===== config.mk =====
export PLATFORM = sky130hd
export DESIGN_NAME = grid_box_decode_argmax
export DESIGN_NICKNAME = d
export VERILOG_FILES = /design/src/rtl/core/gbda_pkg.sv /design/src/rtl/core/gbda_div.sv /design/src/rtl/core/grid_box_decode_argmax.sv
export SDC_FILE = /design/constraint.sdc
export NUM_CORES = 2
export LEC_CHECK = 0
export BUFFER_PORTS_ARGS = -buffer_cell sky130_fd_sc_hd__buf_2
export CAP_MARGIN = 20
export CORE_MARGIN = 2
export CORE_UTILIZATION = 55
export DETAILED_ROUTE_END_ITERATION = 16
export GPL_TIMING_DRIVEN = 0
export PLACE_DENSITY = 0.77
export SYNTH_ARGS = -nofsm -noshare
export SYNTH_HDL_FRONTEND = slang
export SYNTH_SLANG_ARGS = --single-unit

===== constraint.sdc =====
create_clock -name clk -period 17.45 [get_ports clk]
set_clock_uncertainty 0.05 [all_clocks]
set_input_delay 3.49 -clock clk [delete_from_list [all_inputs] [get_ports clk]]
set_output_delay 3.49 -clock clk [all_outputs]
set_load 0.01 [all_outputs]

===== src/rtl/core/gbda_pkg.sv =====
// Shared types, register indexes and lookup tables for the grid box decoder.
`timescale 1ns / 1ps
`default_nettype none
package gbda_pkg;

  typedef enum logic [3:0] {
    ST_IDLE,
    ST_SMUL,
    ST_SCMP,
    ST_CMUL,
    ST_CDST,
    ST_CDWT,
    ST_EMUL1,
    ST_EMUL2,
    ST_EMUL3,
    ST_ESAT,
    ST_EMIT
  } st_t;

  localparam logic [1:0] CFG_GRID_SIZE = 2'd0;
  localparam logic [1:0] CFG_PRIOR_W   = 2'd1;
  localparam logic [1:0] CFG_PRIOR_H   = 2'd2;

  localparam int NUM_W = 22;

  // Sigmoid at half-unit steps, Q0.16.
  function automatic logic [15:0] sig_tab(input logic [4:0] idx);
    logic [15:0] v;
    unique case (idx)
      5'd0:  v = 16'd32768;
      5'd1:  v = 16'd40793;
      5'd2:  v = 16'd47911;
      5'd3:  v = 16'd53581;
      5'd4:  v = 16'd57724;
      5'd5:  v = 16'd60564;
      5'd6:  v = 16'd62428;
      5'd7:  v = 16'd63615;
      5'd8:  v = 16'd64357;
      5'd9:  v = 16'd64816;
      5'd10: v = 16'd65097;
      5'd11: v = 16'd65269;
      5'd12: v = 16'd65374;
      5'd13: v = 16'd65438;
      5'd14: v = 16'd65476;
      5'd15: v = 16'd65500;
      5'd16: v = 16'd65514;
      default: v = 16'd0;
    endcase
    return v;
  endfunction

  // e^n for n = -8..7, Q.20, indexed by n + 8.
  function automatic logic [30:0] exp_int(input logic [3:0] idx);
    logic [30:0] v;
    unique case (idx)
      4'd0:  v = 31'd352;
      4'd1:  v = 31'd956;
      4'd2:  v = 31'd2599;
      4'd3:  v = 31'd7065;
      4'd4:  v = 31'd19205;
      4'd5:  v = 31'd52206;
      4'd6:  v = 31'd141909;
      4'd7:  v = 31'd385750;
      4'd8:  v = 31'd1048576;
      4'd9:  v = 31'd2850325;
      4'd10: v = 31'd7747987;
      4'd11: v = 31'd21061212;
      4'd12: v = 31'd57250310;
      4'd13: v = 31'd155622477;
      4'd14: v = 31'd423025750;
      4'd15: v = 31'd1149903210;
      default: v = 31'd0;
    endcase
    return v;
  endfunction

  // e^(k/8) for k = 0..8, Q.16.
  function automatic logic [17:0] exp_frac(input logic [3:0] idx);
    logic [17:0] v;
    unique case (idx)
      4'd0: v = 18'd65536;
      4'd1: v = 18'd74262;
      4'd2: v = 18'd84150;
      4'd3: v = 18'd95354;
      4'd4: v = 18'd108051;
      4'd5: v = 18'd122437;
      4'd6: v = 18'd138740;
      4'd7: v = 18'd157213;
      4'd8: v = 18'd178145;
      default: v = 18'd0;
    endcase
    return v;
  endfunction

endpackage
`default_nettype wire


===== src/rtl/core/gbda_div.sv =====
// Restoring divider, one quotient bit per cycle, for the box centre scaling.
`timescale 1ns / 1ps
`default_nettype none
module gbda_div (
  input  wire logic                        clk,
  input  wire logic                        rst,
  input  wire logic                        start,
  input  wire logic [gbda_pkg::NUM_W-1:0]  num,
  input  wire logic [4:0]                  den,
  output logic                             done,
  output logic [gbda_pkg::NUM_W-1:0]       quot
);

  logic [4:0] rem;
  logic [4:0] cnt;
  logic       run;
  logic [5:0] rem_sh;
  logic       fits;

  assign rem_sh = {rem, quot[gbda_pkg::NUM_W-1]};
  assign fits   = rem_sh >= {1'b0, den};

  always_ff @(posedge clk) begin
    if (rst) begin
      run  <= 1'b0;
      done <= 1'b0;
      cnt  <= '0;
    end else begin
      done <= 1'b0;
      if (start) begin
        run <= 1'b1;
        cnt <= '0;
      end else if (run) begin
        cnt <= cnt + 5'd1;
        if (cnt == 5'(gbda_pkg::NUM_W - 1)) begin
          run  <= 1'b0;
          done <= 1'b1;
        end
      end
    end
  end

  always_ff @(posedge clk) begin
    if (start) begin
      rem  <= '0;
      quot <= num;
    end else if (run) begin
      // The remainder stays below the divisor, so five bits hold it.
      rem  <= fits ? 5'(rem_sh - {1'b0, den}) : rem_sh[4:0];
      quot <= {quot[gbda_pkg::NUM_W-2:0], fits};
    end
  end

endmodule
`default_nettype wire


===== src/rtl/core/grid_box_decode_argmax.sv =====
// Top level: best-cell search over a prediction grid and decode of its box.
//
//  channel  | handshake          | payload
//  ---------+--------------------+---------------------------------------------
//  cell in  | start / busy       | score/x/y/w/h_logit, cell_row, cell_col
//  result   | done (one cycle)   | best_score_out, box_xmin/ymin/xmax/ymax
//  config   | cfg_we             | cfg_index, cfg_data
//
// A cell passes through a sigmoid multiply, a compare and a return to idle. The
// last cell of the grid adds the decode: per axis one sigmoid multiply and
// three exp multiplies on one shared 32x18 multiplier, and a restoring
// divide by the grid size.
// Reset is synchronous and clears the control state and running best.
// The result is marked by done for one cycle only; the receiver cannot stall it.
`timescale 1ns / 1ps
`default_nettype none
module grid_box_decode_argmax #(
  parameter int MAX_GRID = 16
) (
  input  wire logic        clk,
  input  wire logic        rst,
  input  wire logic        start,
  output logic             busy,
  input  wire logic [15:0] score_logit,
  input  wire logic [15:0] x_logit,
  input  wire logic [15:0] y_logit,
  input  wire logic [15:0] w_logit,
  input  wire logic [15:0] h_logit,
  input  wire logic [3:0]  cell_row,
  input  wire logic [3:0]  cell_col,
  input  wire logic        cfg_we,
  input  wire logic [1:0]  cfg_index,
  input  wire logic [15:0] cfg_data,
  output logic             done,
  output logic [15:0]      best_score_out,
  output logic [15:0]      box_xmin,
  output logic [15:0]      box_ymin,
  output logic [15:0]      box_xmax,
  output logic [15:0]      box_ymax
);

  localparam int GLIM = (MAX_GRID > 16) ? 16 : MAX_GRID;
  localparam logic [4:0] GLIM5 = 5'(GLIM);

  gbda_pkg::st_t state, state_next;

  logic [4:0]  grid_size;
  logic [15:0] prior_w, prior_h;

  logic [15:0] in_score, in_x, in_y, in_w, in_h;
  logic [3:0]  in_row, in_col;

  logic [15:0] best_score, best_x_raw, best_y_raw, best_w_raw, best_h_raw;
  logic [3:0]  best_row, best_col;

  logic        dim;
  logic [49:0] prod;
  logic [21:0] cx2, cy2;
  logic [17:0] w_sat, h_sat;

  logic [4:0]  g;
  logic        in_grid, last_cell;

  // Sigmoid interpolation
  logic [15:0] sig_raw, sig_a, sig_base, sig_diff, sig_val;
  logic        sig_neg;
  logic [4:0]  sig_idx;
  logic [10:0] sig_fr;
  logic [16:0] sig_s;

  // Exp interpolation
  logic [15:0] ex_u, prior;
  logic [3:0]  ex_seg;
  logic [8:0]  ex_fr;
  logic [17:0] f_base, f_diff, ef;
  logic [27:0] e16;
  logic [29:0] vq;
  logic [17:0] v_sat;

  logic [31:0] mul_a;
  logic [17:0] mul_b;

  logic        div_start, div_done;
  logic [21:0] div_num, div_quot;

  always_comb begin
    if (grid_size == 5'd0) begin
      g = 5'd1;
    end else if (grid_size > GLIM5) begin
      g = GLIM5;
    end else begin
      g = grid_size;
    end
  end

  assign in_grid   = ({1'b0, in_row} < g) && ({1'b0, in_col} < g);
  assign last_cell = ({1'b0, in_row} == 5'(g - 5'd1)) && ({1'b0, in_col} == 5'(g - 5'd1));

  assign sig_raw  = (state == gbda_pkg::ST_SMUL || state == gbda_pkg::ST_SCMP) ? in_score :
                    (dim ? best_y_raw : best_x_raw);
  assign sig_neg  = sig_raw[15];
  assign sig_a    = sig_neg ? 16'(~sig_raw + 16'd1) : sig_raw;
  assign sig_idx  = sig_a[15:11];
  assign sig_fr   = sig_a[10:0];
  assign sig_base = gbda_pkg::sig_tab(sig_idx);
  assign sig_diff = (sig_idx >= 5'd16) ? 16'd0 :
                    16'(gbda_pkg::sig_tab(5'(sig_idx + 5'd1)) - sig_base);
  assign sig_s    = {1'b0, sig_base} + 17'((prod[27:0] + 28'd1024) >> 11);
  assign sig_val  = sig_neg ? 16'(17'd65536 - sig_s) : sig_s[15:0];

  // Adding 8 flips the top bit, giving floor(x) + 8 above the fraction.
  assign ex_u   = (dim ? best_h_raw : best_w_raw) ^ 16'h8000;
  assign ex_seg = {1'b0, ex_u[11:9]};
  assign ex_fr  = ex_u[8:0];
  assign f_base = gbda_pkg::exp_frac(ex_seg);
  assign f_diff = 18'(gbda_pkg::exp_frac(4'(ex_seg + 4'd1)) - f_base);
  assign ef     = f_base + 18'((prod[24:0] + 25'd256) >> 9);
  assign e16    = 28'((prod + 50'h80000) >> 20);
  assign prior  = dim ? prior_h : prior_w;
  assign vq     = 30'((prod[43:0] + 44'h2000) >> 14);
  assign v_sat  = (vq > 30'd131072) ? 18'd131072 : 18'(vq);

  assign div_num = (22'(best_col & {4{~dim}} | best_row & {4{dim}}) << 17)
                   + (22'(sig_val) << 1);

  gbda_div u_div (
    .clk  (clk),
    .rst  (rst),
    .start(div_start),
    .num  (div_num),
    .den  (g),
    .done (div_done),
    .quot (div_quot)
  );

  function automatic logic [15:0] edge_clip(input logic signed [23:0] v);
    logic [15:0] r;
    if (v <= 24'sd0) begin
      r = 16'd0;
    end else if (v >= 24'sd131072) begin
      r = 16'd32768;
    end else begin
      r = 16'((v + 24'sd2) >>> 2);
    end
    return r;
  endfunction

  // Next state
  always_comb begin
    state_next = state;
    unique case (state)
      gbda_pkg::ST_IDLE:  if (start) state_next = gbda_pkg::ST_SMUL;
      gbda_pkg::ST_SMUL:  state_next = gbda_pkg::ST_SCMP;
      gbda_pkg::ST_SCMP: begin
        if (in_grid && last_cell) state_next = gbda_pkg::ST_CMUL;
        else state_next = gbda_pkg::ST_IDLE;
      end
      gbda_pkg::ST_CMUL:  state_next = gbda_pkg::ST_CDST;
      gbda_pkg::ST_CDST:  state_next = gbda_pkg::ST_CDWT;
      gbda_pkg::ST_CDWT:  if (div_done) state_next = gbda_pkg::ST_EMUL1;
      gbda_pkg::ST_EMUL1: state_next = gbda_pkg::ST_EMUL2;
      gbda_pkg::ST_EMUL2: state_next = gbda_pkg::ST_EMUL3;
      gbda_pkg::ST_EMUL3: state_next = gbda_pkg::ST_ESAT;
      gbda_pkg::ST_ESAT:  state_next = dim ? gbda_pkg::ST_EMIT : gbda_pkg::ST_CMUL;
      gbda_pkg::ST_EMIT:  state_next = gbda_pkg::ST_IDLE;
      default:            state_next = gbda_pkg::ST_IDLE;
    endcase
  end

  // Multiplier operands and control outputs
  always_comb begin
    mul_a     = {16'd0, sig_diff};
    mul_b     = {7'd0, sig_fr};
    div_start = 1'b0;
    busy      = (state != gbda_pkg::ST_IDLE);
    unique case (state)
      gbda_pkg::ST_EMUL1: begin
        mul_a = {14'd0, f_diff};
        mul_b = {9'd0, ex_fr};
      end
      gbda_pkg::ST_EMUL2: begin
        mul_a = {1'b0, gbda_pkg::exp_int(ex_u[15:12])};
        mul_b = ef;
      end
      gbda_pkg::ST_EMUL3: begin
        mul_a = {4'd0, e16};
        mul_b = {2'd0, prior};
      end
      gbda_pkg::ST_CDST: div_start = 1'b1;
      default: ;
    endcase
  end

  always_ff @(posedge clk) begin
    if (rst) begin
      state      <= gbda_pkg::ST_IDLE;
      grid_size  <= 5'd13;
      prior_w    <= 16'd16384;
      prior_h    <= 16'd16384;
      best_score <= '0;
      best_x_raw <= '0;
      best_y_raw <= '0;
      best_w_raw <= '0;
      best_h_raw <= '0;
      best_row   <= '0;
      best_col   <= '0;
      dim        <= 1'b0;
      done       <= 1'b0;
    end else begin
      state <= state_next;
      done  <= (state == gbda_pkg::ST_EMIT);
      if (cfg_we) begin
        unique case (cfg_index)
          gbda_pkg::CFG_GRID_SIZE: grid_size <= cfg_data[4:0];
          gbda_pkg::CFG_PRIOR_W:   prior_w   <= cfg_data;
          gbda_pkg::CFG_PRIOR_H:   prior_h   <= cfg_data;
          default: ;
        endcase
      end
      if (state == gbda_pkg::ST_SCMP && in_grid &&
          ((in_row == 4'd0 && in_col == 4'd0) || sig_val > best_score)) begin
        best_score <= sig_val;
        best_x_raw <= in_x;
        best_y_raw <= in_y;
        best_w_raw <= in_w;
        best_h_raw <= in_h;
        best_row   <= in_row;
        best_col   <= in_col;
      end
      if (state == gbda_pkg::ST_SCMP) dim <= 1'b0;
      else if (state == gbda_pkg::ST_ESAT) dim <= 1'b1;
    end
  end

  always_ff @(posedge clk) begin
    if (state == gbda_pkg::ST_IDLE && start) begin
      in_score <= score_logit;
      in_x     <= x_logit;
      in_y     <= y_logit;
      in_w     <= w_logit;
      in_h     <= h_logit;
      in_row   <= cell_row;
      in_col   <= cell_col;
    end
    if (state == gbda_pkg::ST_SMUL || state == gbda_pkg::ST_CMUL ||
        state == gbda_pkg::ST_EMUL1 || state == gbda_pkg::ST_EMUL2 ||
        state == gbda_pkg::ST_EMUL3) begin
      prod <= 50'(mul_a) * 50'(mul_b);
    end
    if (state == gbda_pkg::ST_CDWT && div_done) begin
      if (dim) cy2 <= div_quot;
      else cx2 <= div_quot;
    end
    if (state == gbda_pkg::ST_ESAT) begin
      if (dim) h_sat <= v_sat;
      else w_sat <= v_sat;
    end
    if (state == gbda_pkg::ST_EMIT) begin
      best_score_out <= best_score;
      box_xmin <= edge_clip(24'(signed'({2'b0, cx2})) - 24'(signed'({6'b0, w_sat})));
      box_ymin <= edge_clip(24'(signed'({2'b0, cy2})) - 24'(signed'({6'b0, h_sat})));
      box_xmax <= edge_clip(24'(signed'({2'b0, cx2})) + 24'(signed'({6'b0, w_sat})));
      box_ymax <= edge_clip(24'(signed'({2'b0, cy2})) + 24'(signed'({6'b0, h_sat})));
    end
  end

endmodule
`default_nettype wire


==> impl_metrics.toml <==
[outcome]
outcome = "finished clean"

[clocking]
post_cts_resized = 0
clockRootBuffer = "clkbuf_16"
htreeDepth = 2
clkLatencyLatePin_ns = 0.64
post-cts-setup-buffers = 0
cts_tree = "yes"
cts.sinks = 453
clkTransAtPathRegs_ns = 0.06
holdBufCountCts = 0
numCtsBuffers = 50
clockBufferDepth = 3

[cells_and_area]
num-fill-cells = 7499
instances_no_fill = 6739
nets = 6431
final_cell_mix = "inv_1, nor2_1, nand2_1"
final_common_cell = "inv_1"
final_core_util_pct = 60.6
area_growth_pct = 9.33
drive_gt1_share_pct = 8.12

[sta]
layout_setup_ws_ns = 1.02
final_max_slew_viol_count = 0
hold_viol = 0
tns_ns = 0
setup_viol = 0
max_slew_margin_pct = 12.4
worst_pin_slew_ns = 1.31
min_period_ns = 16.43
fmax_mhz = 60.9
finalCritPeriodShare_pct = 94.2
rsz0062_at_grt = "no"

[yosys]
synth-edff-count = 310
synth-seq-area-share_pct = 25.9
synth_top_area_share_pct = 19.8
synth_seq_cells = 453
synthCells = 5295
syn_avg_cell_area_um2 = 8.88
synth_top_cell_by_area = "edfxtp_1"
yosysWarnings = 0
synthesis.area_um2 = 47000
syn-num-nets = 6174
synth_cell_types = 112
synth_flop_cell = "edfxtp_1"
synth.area.top_cells = "edfxtp_1, fa_1, ha_1"
synth-async-reset-ratio_pct = 0

[setup_path]
r2r_cells = 56
max_stage_delay_ns = 0.85
critical_path_class = "reg -> reg"
cp-start-kind = "flop"
r2r-start = "dim"
r2r-end = "prod[37]"
cp-startpoint = "dim"
r2r_slack_ns = 1.02
end_kind = "flop"
slowest_stage = "a21oi_1"
worstPathMaxFanout = 11
cp.arrival_ns = 16.77
required_ns = 17.79

[detailed_routing]
wl_per_cell_um = 22.3
routed_wl_mm = 150
drc = 0
vias = 40000
dr.pass1.iters = 8
antenna_left = 0
routed_via_density = 5.93
drt_iter0_markers = 3955

[floorplanning]
rows = 107
die_h_um = 296
start_util_pct = 55.4
die_x_um = 296
die-area_um2 = 87800
io_pins = 192
core_area_um2 = 84900

[global_route]
grt_util_all_layers_pct = 34.6
grt_max_degree = 72
antenna_found_initial = 1
overflow = 0
grt_pass1_wl_mm = 230
grt_pass1_vias = 39500

[min_path]
min-delay-start = "prior_w[3]"
hold_end = "prior_w[3]"
min_path_type = "reg -> reg"
hold-path-cell-count = 2

[job]
cap_violations = 0

[place]
dp_slack_ns = 1.43
routabilityCongestion = 1.00
dp.cells = 6641
dpl.hpwl_mm = 123
port_buffers = 191
flip-flops by register name (all words and copies together), names as in the netlist, 18 cells and up:
register,flops
u_div.quot,22
w_sat,18
cy2,22
cx2,22
prod,40
h_sat,18
per-stage QoR:
step	instance area, µm²	hold WS, ns
after floorplan	47000	0.358
after global placement	49400	0.392
after detailed placement	49600	0.397
after CTS	51400	0.404
after global routing	51400	0.418
final	51400	0.402
worst max-delay path, delay by kind of cell (launching register included):
kind / cells / cell delay, ns
muxes: 1 / 0.34
adders and majority gates: 12 / 5.01
xor gates and xnor gates: 3 / 0.76
buffers and inverters: 14 / 2.99
AOI/OAI and AO/OA: 21 / 5.88
DFF: 1 / 0.32
and+or+nand+nor: 5 / 0.83
worst max-delay path by stage:
stage | endpoint | slack [ns] | cells after the start
after floorplan | prod[37] | 4.60 | 56
final | prod[37] | 1.02 | 56
after global placement | prod[47] | 1.52 | 56
after CTS | prod[37] | 1.34 | 56
after global routing | prod[47] | 0.42 | 56
after detailed placement | prod[37] | 1.43 | 56
cell families after synthesis:
logic type / share of synthesized area [%]
multiplexers: 3.34
flip-flops: 25.9
buffers and inverters: 7.75
AO/OA/AOI/OAI: 12.2
XOR/XNOR: 5.88
adder cells (fa/ha/maj): 27.7
AND/OR/NAND/NOR: 17.2
routing by layer:
layer / GRT usage [%] / vias up / share of wire (%)
met2: 56.6 / 1915 / 46
met3: 5.83 / 431 / 8.7
met1: 43.9 / 19500 / 39
met4: 18.6 / 0 / 6.3
li1: - / 18100 / -
met5: 0 / - / 0
cells in the mapped netlist (30+ instances only):
library cell,n
nor2_1,627
ha_1,317
xnor2_1,176
dfxtp_1,143
and3_1,30
o21a_1,37
nor3_1,108
a211oi_1,43
xor2_1,127
buf_2,46
nand4_1,36
nor2b_1,47
a31oi_1,31
nand2_1,577
o211ai_1,33
a21oi_1,276
fa_1,452
clkbuf_1,170
nand3_1,103
and2_1,53
edfxtp_1,310
inv_1,692
nand2b_1,40
o21ai_0,168
a21o_1,57
or2_2,31
mux2i_1,142
final cells by class:
type / instances / area, µm² / share of cell area [%]
multi-input cells: 3900 / 31200 / 60.8
clock inverters: 28 / 377 / 0.733
plain buffers: 243 / 1020 / 1.98
diodes: 2 / 5.00 / 0.00974
well taps: 1144 / 1430 / 2.78
repair buffers: 205 / 1150 / 2.24
inverters: 699 / 2620 / 5.10
flip-flops and latches: 453 / 12200 / 23.7
clock buffers: 65 / 1380 / 2.69
Power is left out: the tool's default activity adds up to more than one toggle a clock period on the data nets, which glitch-free logic cannot reach.
